$ cat config.mk
export PLATFORM = sky130hd
export DESIGN_NAME = flow_slot_table
export DESIGN_NICKNAME = d
export VERILOG_FILES = /design/src/sv/fst_pkg.sv /design/src/sv/flow_slot_table.sv
export SDC_FILE = /design/constraint.sdc
export NUM_CORES = 1
export LEC_CHECK = 0
export BUFFER_PORTS_ARGS = -buffer_cell sky130_fd_sc_hd__buf_2
export CAP_MARGIN = 20
export CORE_ASPECT_RATIO = 1.4
export CORE_MARGIN = 2
export CORE_UTILIZATION = 63
export CTS_CLUSTER_SIZE = 14
export DETAILED_ROUTE_END_ITERATION = 10
export PLACE_DENSITY_LB_ADDON = 0.2
export SLEW_MARGIN = 20
export SYNTH_ARGS = -nofsm -noshare
export SYNTH_HDL_FRONTEND = slang
export SYNTH_SLANG_ARGS = --single-unit
$ cat constraint.sdc
create_clock -name clock -period 5.75 [get_ports clock]
set_clock_uncertainty 0.15 [all_clocks]
set_input_delay 0.2875 -clock clock [delete_from_list [all_inputs] [get_ports clock]]
set_output_delay 0.2875 -clock clock [all_outputs]
set_load 0.02 [all_outputs]
$ cat src/sv/fst_pkg.sv
// ----------------------------------------------------------------------------
// fst_pkg
// Shared widths, operation and status codes and sequencer states for the
// flow slot table.
// ----------------------------------------------------------------------------
package fst_pkg;

   localparam int MODE_W   = 2;
   localparam int KEY_W    = 32;
   localparam int STATUS_W = 2;
   localparam int ROW_W    = 6;

   typedef enum logic [MODE_W-1:0] {
      MODE_ALLOC   = 2'd0,
      MODE_LOOKUP  = 2'd1,
      MODE_RELEASE = 2'd2,
      MODE_UNUSED  = 2'd3
   } mode_type;

   typedef enum logic [STATUS_W-1:0] {
      ST_OK   = 2'd0,
      ST_FULL = 2'd1,
      ST_MISS = 2'd2,
      ST_RSVD = 2'd3
   } status_type;

   typedef enum logic [3:0] {
      S_IDLE   = 4'b0001,
      S_ALLOC  = 4'b0010,
      S_SEARCH = 4'b0100,
      S_DONE   = 4'b1000
   } state_type;

endpackage

$ cat src/sv/flow_slot_table.sv
// throughput: one request at a time; the key memory is read one slot per
// cycle, and the free-slot scan walks the used bits one slot per cycle
// reset clears all used bits at once; the key memory is not cleared, a key
// is only compared while its slot is marked used
// ----------------------------------------------------------------------------
// flow_slot_table
// Associative table of flows keyed by a cookie: allocate the lowest free
// slot, look up or release the lowest used slot holding a cookie.
// ----------------------------------------------------------------------------
module flow_slot_table #(
   parameter int SLOT_COUNT = 32
) (
   input  logic                          clock,
   input  logic                          reset,
   input  logic                          req_valid,
   output logic                          req_stall,
   input  logic [fst_pkg::MODE_W-1:0]    req_mode,
   input  logic [fst_pkg::KEY_W-1:0]     req_cookie,
   output logic                          rsp_valid,
   input  logic                          rsp_stall,
   output logic [fst_pkg::STATUS_W-1:0]  rsp_status,
   output logic [fst_pkg::ROW_W-1:0]     rsp_row_index
);
   import fst_pkg::*;

   localparam int IDX_W = (SLOT_COUNT > 1) ? $clog2(SLOT_COUNT) : 1;
   localparam int CNT_W = $clog2(SLOT_COUNT + 1);
   localparam logic [CNT_W-1:0] CNT_END = CNT_W'(SLOT_COUNT);

   state_type             state_ff, state_in;
   mode_type              mode_ff, mode_in;
   logic [KEY_W-1:0]      cookie_ff, cookie_in;
   logic [CNT_W-1:0]      idx_ff, idx_in;
   logic                  cmp_vld_ff, cmp_vld_in;
   logic [IDX_W-1:0]      cmp_idx_ff, cmp_idx_in;
   status_type            res_status_ff, res_status_in;
   logic [ROW_W-1:0]      res_row_ff, res_row_in;
   logic [SLOT_COUNT-1:0] used_ff, used_in;
   logic                  rsp_valid_ff, rsp_valid_in;
   status_type            rsp_status_ff, rsp_status_in;
   logic [ROW_W-1:0]      rsp_row_ff, rsp_row_in;

   logic [KEY_W-1:0]      key_mem [SLOT_COUNT];
   logic [KEY_W-1:0]      key_rd_ff;

   logic                  req_take;
   logic                  rd_en;
   logic                  wr_en;
   logic [IDX_W-1:0]      slot_idx;
   logic                  alloc_take;
   logic                  search_hit;
   logic                  out_free;

   assign req_take   = req_valid && !req_stall;
   assign slot_idx   = idx_ff[IDX_W-1:0];
   assign out_free   = !rsp_valid_ff || !rsp_stall;
   assign alloc_take = (state_ff == S_ALLOC) && (idx_ff != CNT_END) && !used_ff[slot_idx];
   assign search_hit = (state_ff == S_SEARCH) && cmp_vld_ff && used_ff[cmp_idx_ff]
                       && (key_rd_ff == cookie_ff);
   assign wr_en      = alloc_take;
   assign rd_en      = (state_ff == S_SEARCH) && !search_hit && (idx_ff != CNT_END);

   always_comb begin
      state_in      = state_ff;
      mode_in       = mode_ff;
      cookie_in     = cookie_ff;
      idx_in        = idx_ff;
      cmp_vld_in    = cmp_vld_ff;
      cmp_idx_in    = cmp_idx_ff;
      res_status_in = res_status_ff;
      res_row_in    = res_row_ff;
      used_in       = used_ff;
      rsp_valid_in  = rsp_valid_ff && rsp_stall;
      rsp_status_in = rsp_status_ff;
      rsp_row_in    = rsp_row_ff;

      unique case (state_ff)
         S_IDLE: begin
            if (req_take) begin
               mode_in    = mode_type'(req_mode);
               cookie_in  = req_cookie;
               idx_in     = '0;
               cmp_vld_in = 1'b0;
               case (mode_type'(req_mode))
                  MODE_ALLOC:                state_in = S_ALLOC;
                  MODE_LOOKUP, MODE_RELEASE: state_in = S_SEARCH;
                  default: begin
                     res_status_in = ST_MISS;
                     res_row_in    = '0;
                     state_in      = S_DONE;
                  end
               endcase
            end
         end
         S_ALLOC: begin
            if (idx_ff == CNT_END) begin
               res_status_in = ST_FULL;
               res_row_in    = '0;
               state_in      = S_DONE;
            end else if (alloc_take) begin
               used_in[slot_idx] = 1'b1;
               res_status_in     = ST_OK;
               res_row_in        = ROW_W'(int'(slot_idx) + 1);
               state_in          = S_DONE;
            end else begin
               idx_in = idx_ff + 1'b1;
            end
         end
         S_SEARCH: begin
            if (search_hit) begin
               if (mode_ff == MODE_RELEASE) begin
                  used_in[cmp_idx_ff] = 1'b0;
               end
               res_status_in = ST_OK;
               res_row_in    = ROW_W'(int'(cmp_idx_ff) + 1);
               state_in      = S_DONE;
            end else if (idx_ff == CNT_END && !cmp_vld_ff) begin
               res_status_in = ST_MISS;
               res_row_in    = '0;
               state_in      = S_DONE;
            end else if (rd_en) begin
               // read of the next slot overlaps the compare of this one
               cmp_vld_in = 1'b1;
               cmp_idx_in = slot_idx;
               idx_in     = idx_ff + 1'b1;
            end else begin
               cmp_vld_in = 1'b0;
            end
         end
         S_DONE: begin
            if (out_free) begin
               rsp_valid_in  = 1'b1;
               rsp_status_in = res_status_ff;
               rsp_row_in    = res_row_ff;
               state_in      = S_IDLE;
            end
         end
         default: state_in = S_IDLE;
      endcase
   end

   always_ff @(posedge clock) begin
      if (reset) begin
         state_ff     <= S_IDLE;
         used_ff      <= '0;
         rsp_valid_ff <= 1'b0;
         cmp_vld_ff   <= 1'b0;
      end else begin
         state_ff     <= state_in;
         used_ff      <= used_in;
         rsp_valid_ff <= rsp_valid_in;
         cmp_vld_ff   <= cmp_vld_in;
      end
   end

   always_ff @(posedge clock) begin
      mode_ff       <= mode_in;
      cookie_ff     <= cookie_in;
      idx_ff        <= idx_in;
      cmp_idx_ff    <= cmp_idx_in;
      res_status_ff <= res_status_in;
      res_row_ff    <= res_row_in;
      rsp_status_ff <= rsp_status_in;
      rsp_row_ff    <= rsp_row_in;
   end

   // key memory: one write port, one registered read port
   always_ff @(posedge clock) begin
      if (wr_en) begin
         key_mem[slot_idx] <= cookie_ff;
      end
      if (rd_en) begin
         key_rd_ff <= key_mem[slot_idx];
      end
   end

   assign req_stall     = (state_ff != S_IDLE);
   assign rsp_valid     = rsp_valid_ff;
   assign rsp_status    = rsp_status_ff;
   assign rsp_row_index = rsp_row_ff;

   a_alloc_marks_used: assert property (@(posedge clock) disable iff (reset)
      alloc_take |=> used_ff[$past(slot_idx)])
      else $error("allocated slot not marked used");

   a_release_frees: assert property (@(posedge clock) disable iff (reset)
      (search_hit && mode_ff == MODE_RELEASE) |=> !used_ff[$past(cmp_idx_ff)])
      else $error("released slot still marked used");

   a_fail_no_row: assert property (@(posedge clock) disable iff (reset)
      (rsp_valid_ff && rsp_status_ff != ST_OK) |-> (rsp_row_ff == '0))
      else $error("failed response carries a row index");

endmodule
==> results.sh <==
export IMPL_syn_nets=2123
export IMPL_syn2layout_area_growth_pct=12.4
export IMPL_slew_headroom=0.192
export IMPL_cts_made_buffers=103
export IMPL_dieArea_um2=72700
export IMPL_rows=115
export IMPL_grt_pass1_vias=22900
export IMPL_cp_cell_sequence="or3_1 > o21a_1 > o311a_1 > o2111a_1 > nand2_2 > nor2_4 > buf_12"
export IMPL_first_pass_iters=5
export IMPL_hold_viol_final=0
export IMPL_whs_ns=0.177
export IMPL_mostFrequentLayoutCell="edfxtp_1"
export IMPL_setup_ws_ns=1.34
export IMPL_crit_end="key_mem[28][16]"
export IMPL_stdcell_count=3250
export IMPL_grt_pass1_wl_um=159000
export IMPL_tightestPinTransition_ns=1.21
export IMPL_synthArstFlopShare=0
export IMPL_drive_gt1_frac=0.268
export IMPL_cp_end_kind="flip-flop"
export IMPL_synth_ff_type="edfxtp_1"
export IMPL_ys_types=61
export IMPL_path_class="flip-flop to flip-flop"
export IMPL_detailedPlace_worstSlack_ns=1.17
export IMPL_period_minus_slack_ns=4.41
export IMPL_portBuffers=47
export IMPL_ctsResizeCount=0
export IMPL_netlist_instances=2074
export IMPL_cts_sinks=1155
export IMPL_hp_class="input port to flip-flop"
export IMPL_critPathTopFamily="simple AND/OR/NAND/NOR gates"
export IMPL_avgSynthCellArea_um2=21.4
export IMPL_hpwl_um=62100
export IMPL_htree_levels=3
export IMPL_cts_tree="done"
export IMPL_drt_vias_per_instance=6.81
export IMPL_fin_tns_setup_ns=0
export IMPL_clkLatencyLatePin_ns=0.68
export IMPL_maxCapViolCount=0
export IMPL_r2r_end="key_mem[28][16]"
export IMPL_drcViolationCount=0
export IMPL_dp_cells=3031
export IMPL_antenna_found_initial=0
export IMPL_drv_slew=0
export IMPL_grt_max_degree=120
export IMPL_grt_usage=0.308
export IMPL_cts_max_path_buffers=3
export IMPL_path_clk_slew_ns=0.07
export IMPL_cts_hold_buf=38
export IMPL_num_nets_final=2289
export IMPL_layout_common_cells="edfxtp_1, mux4_2, clkbuf_16, a22oi_1, buf_4"
export IMPL_vias=22100
export IMPL_place_gp_congestion=0.873
export IMPL_post_cts_buffers=0
export IMPL_die_h_um=318
export IMPL_ys_ff_latch=1155
export IMPL_ir_drop_v=0.000287
export IMPL_antenna_left=0
export IMPL_drt_iter0_markers=2659
export IMPL_start_util=0.634
export IMPL_r2r_cells=7
export IMPL_r2r_start="idx_ff[4]"
export IMPL_syn_area_um2=44400
export IMPL_wl_um=109000
export IMPL_dieWidth_um=228
export IMPL_cts_root_buf="clkbuf_16"
export IMPL_synth_edf_count=1117
export IMPL_period_share=0.766
export IMPL_cp_num_buf_inv=1
export IMPL_leakagePower_nw=15.4
export IMPL_powerDensity_nw_per_um2=368
export IMPL_ys_warn_count=0
export IMPL_ys_seq_area_frac=0.772
export IMPL_slowest_delay_ns=0.88
export IMPL_setup_viol=0
export IMPL_path_depth=7
export IMPL_arrival_ns=4.62
export IMPL_crit_start="idx_ff[4]"
export IMPL_design_core_area_um2=70100
export IMPL_reg2reg_slack_ns=1.34
export IMPL_cp_start_kind="flip-flop"
export IMPL_total_power_mw=18.4
export IMPL_status="completed"
export IMPL_grt_overflow_total=0
export IMPL_max_freq_mhz=227
export IMPL_critical_path_required_ns=5.96
export IMPL_crit_fanout=22
export IMPL_rsz0062_at_grt="false"
export IMPL_pin_count=48
export IMPL_wl_per_cell_um=33.5
export IMPL_critPathSlowestCell="edfxtp_1"
## power breakdown
| part | switching (mW) | internal, mW |
|---|---|---|
| clock network | 2.95 | 3.58 |
| registers | 0.0695 | 9.44 |
| logic | 1.39 | 0.945 |
## layout make-up
type	instances	area, µm²
sequential	1155	34300
fill	4097	20200
multi-input combinational	789	9810
clock buffer	131	2780
timing repair buffer	176	1440
tap	936	1170
clock inverter	47	354
inverter	15	56.3
antenna	1	2.50
## logic make-up after synthesis
logic type,Yosys count,synth area share
xor+xnor,38,0.00750
mux,309,0.144
buf+inv,130,0.0130
flops,1155,0.772
simple gates,243,0.0282
compound gates,188,0.0313
fa+ha+maj,11,0.00310
## Yosys cell counts, drive strengths merged (6+ instances only)
master / number / share of area
edfxtp: 1117 / 0.76
mux4: 262 / 0.13
a22oi: 99 / 0.017
nand2: 70 / 0.0060
buf: 68 / 0.0077
nor2: 53 / 0.0045
clkbuf: 47 / 0.0040
nand4: 44 / 0.0067
dfxtp: 38 / 0.017
xnor2: 30 / 0.0059
mux2: 29 / 0.0074
nand3: 23 / 0.0028
mux2i: 18 / 0.0041
o21ai: 18 / 0.0020
nor2b: 16 / 0.0023
inv: 15 / 0.0013
o22ai: 14 / 0.0020
ha: 11 / 0.0031
nor3: 11 / 0.0012
o31ai: 8 / 0.0014
xor2: 8 / 0.0016
a32oi: 6 / 0.0012
o21a: 6 / 0.0010
## layer usage
metal,GRT usage,routed length [µm]
met5,0,0
met4,0.136,4990
met3,0.0615,10000
met2,0.517,55800
met1,0.397,38100
## per-stage QoR
step,instance area [µm²],utilization
6_report,49900,0.712
5_1_grt,49900,0.712
3_5_place_dp,46400,0.661
3_3_place_gp,46400,0.661
4_1_cts,49900,0.712
2_1_floorplan,44400,-
## worst min path at each step
stage	start	slack (ns)	to	depth (start not counted)
after floorplan	req_cookie[0]	0.24	cookie_ff[0]	0
after global placement	res_row_ff[1]	0.25	rsp_row_index[1]	0
after detailed placement	res_status_ff[1]	0.26	rsp_status[1]	0
after CTS	req_cookie[11]	0.14	cookie_ff[11]	2
after global routing	req_cookie[4]	0.18	cookie_ff[4]	2
final	req_cookie[27]	0.18	cookie_ff[27]	2
## registers in the layout, indices dropped and copies added, names as in the netlist
name and count:
key_mem 1024, cookie_ff 32, key_rd_ff 32, used_ff 32, idx_ff 6, res_row_ff 6
rsp_row_index 6, cmp_idx_ff 5, state_ff 4, mode_ff 2, res_status_ff 2, rsp_status 2
cmp_vld_ff 1, rsp_valid 1
(Power assumes the default switching activity.)
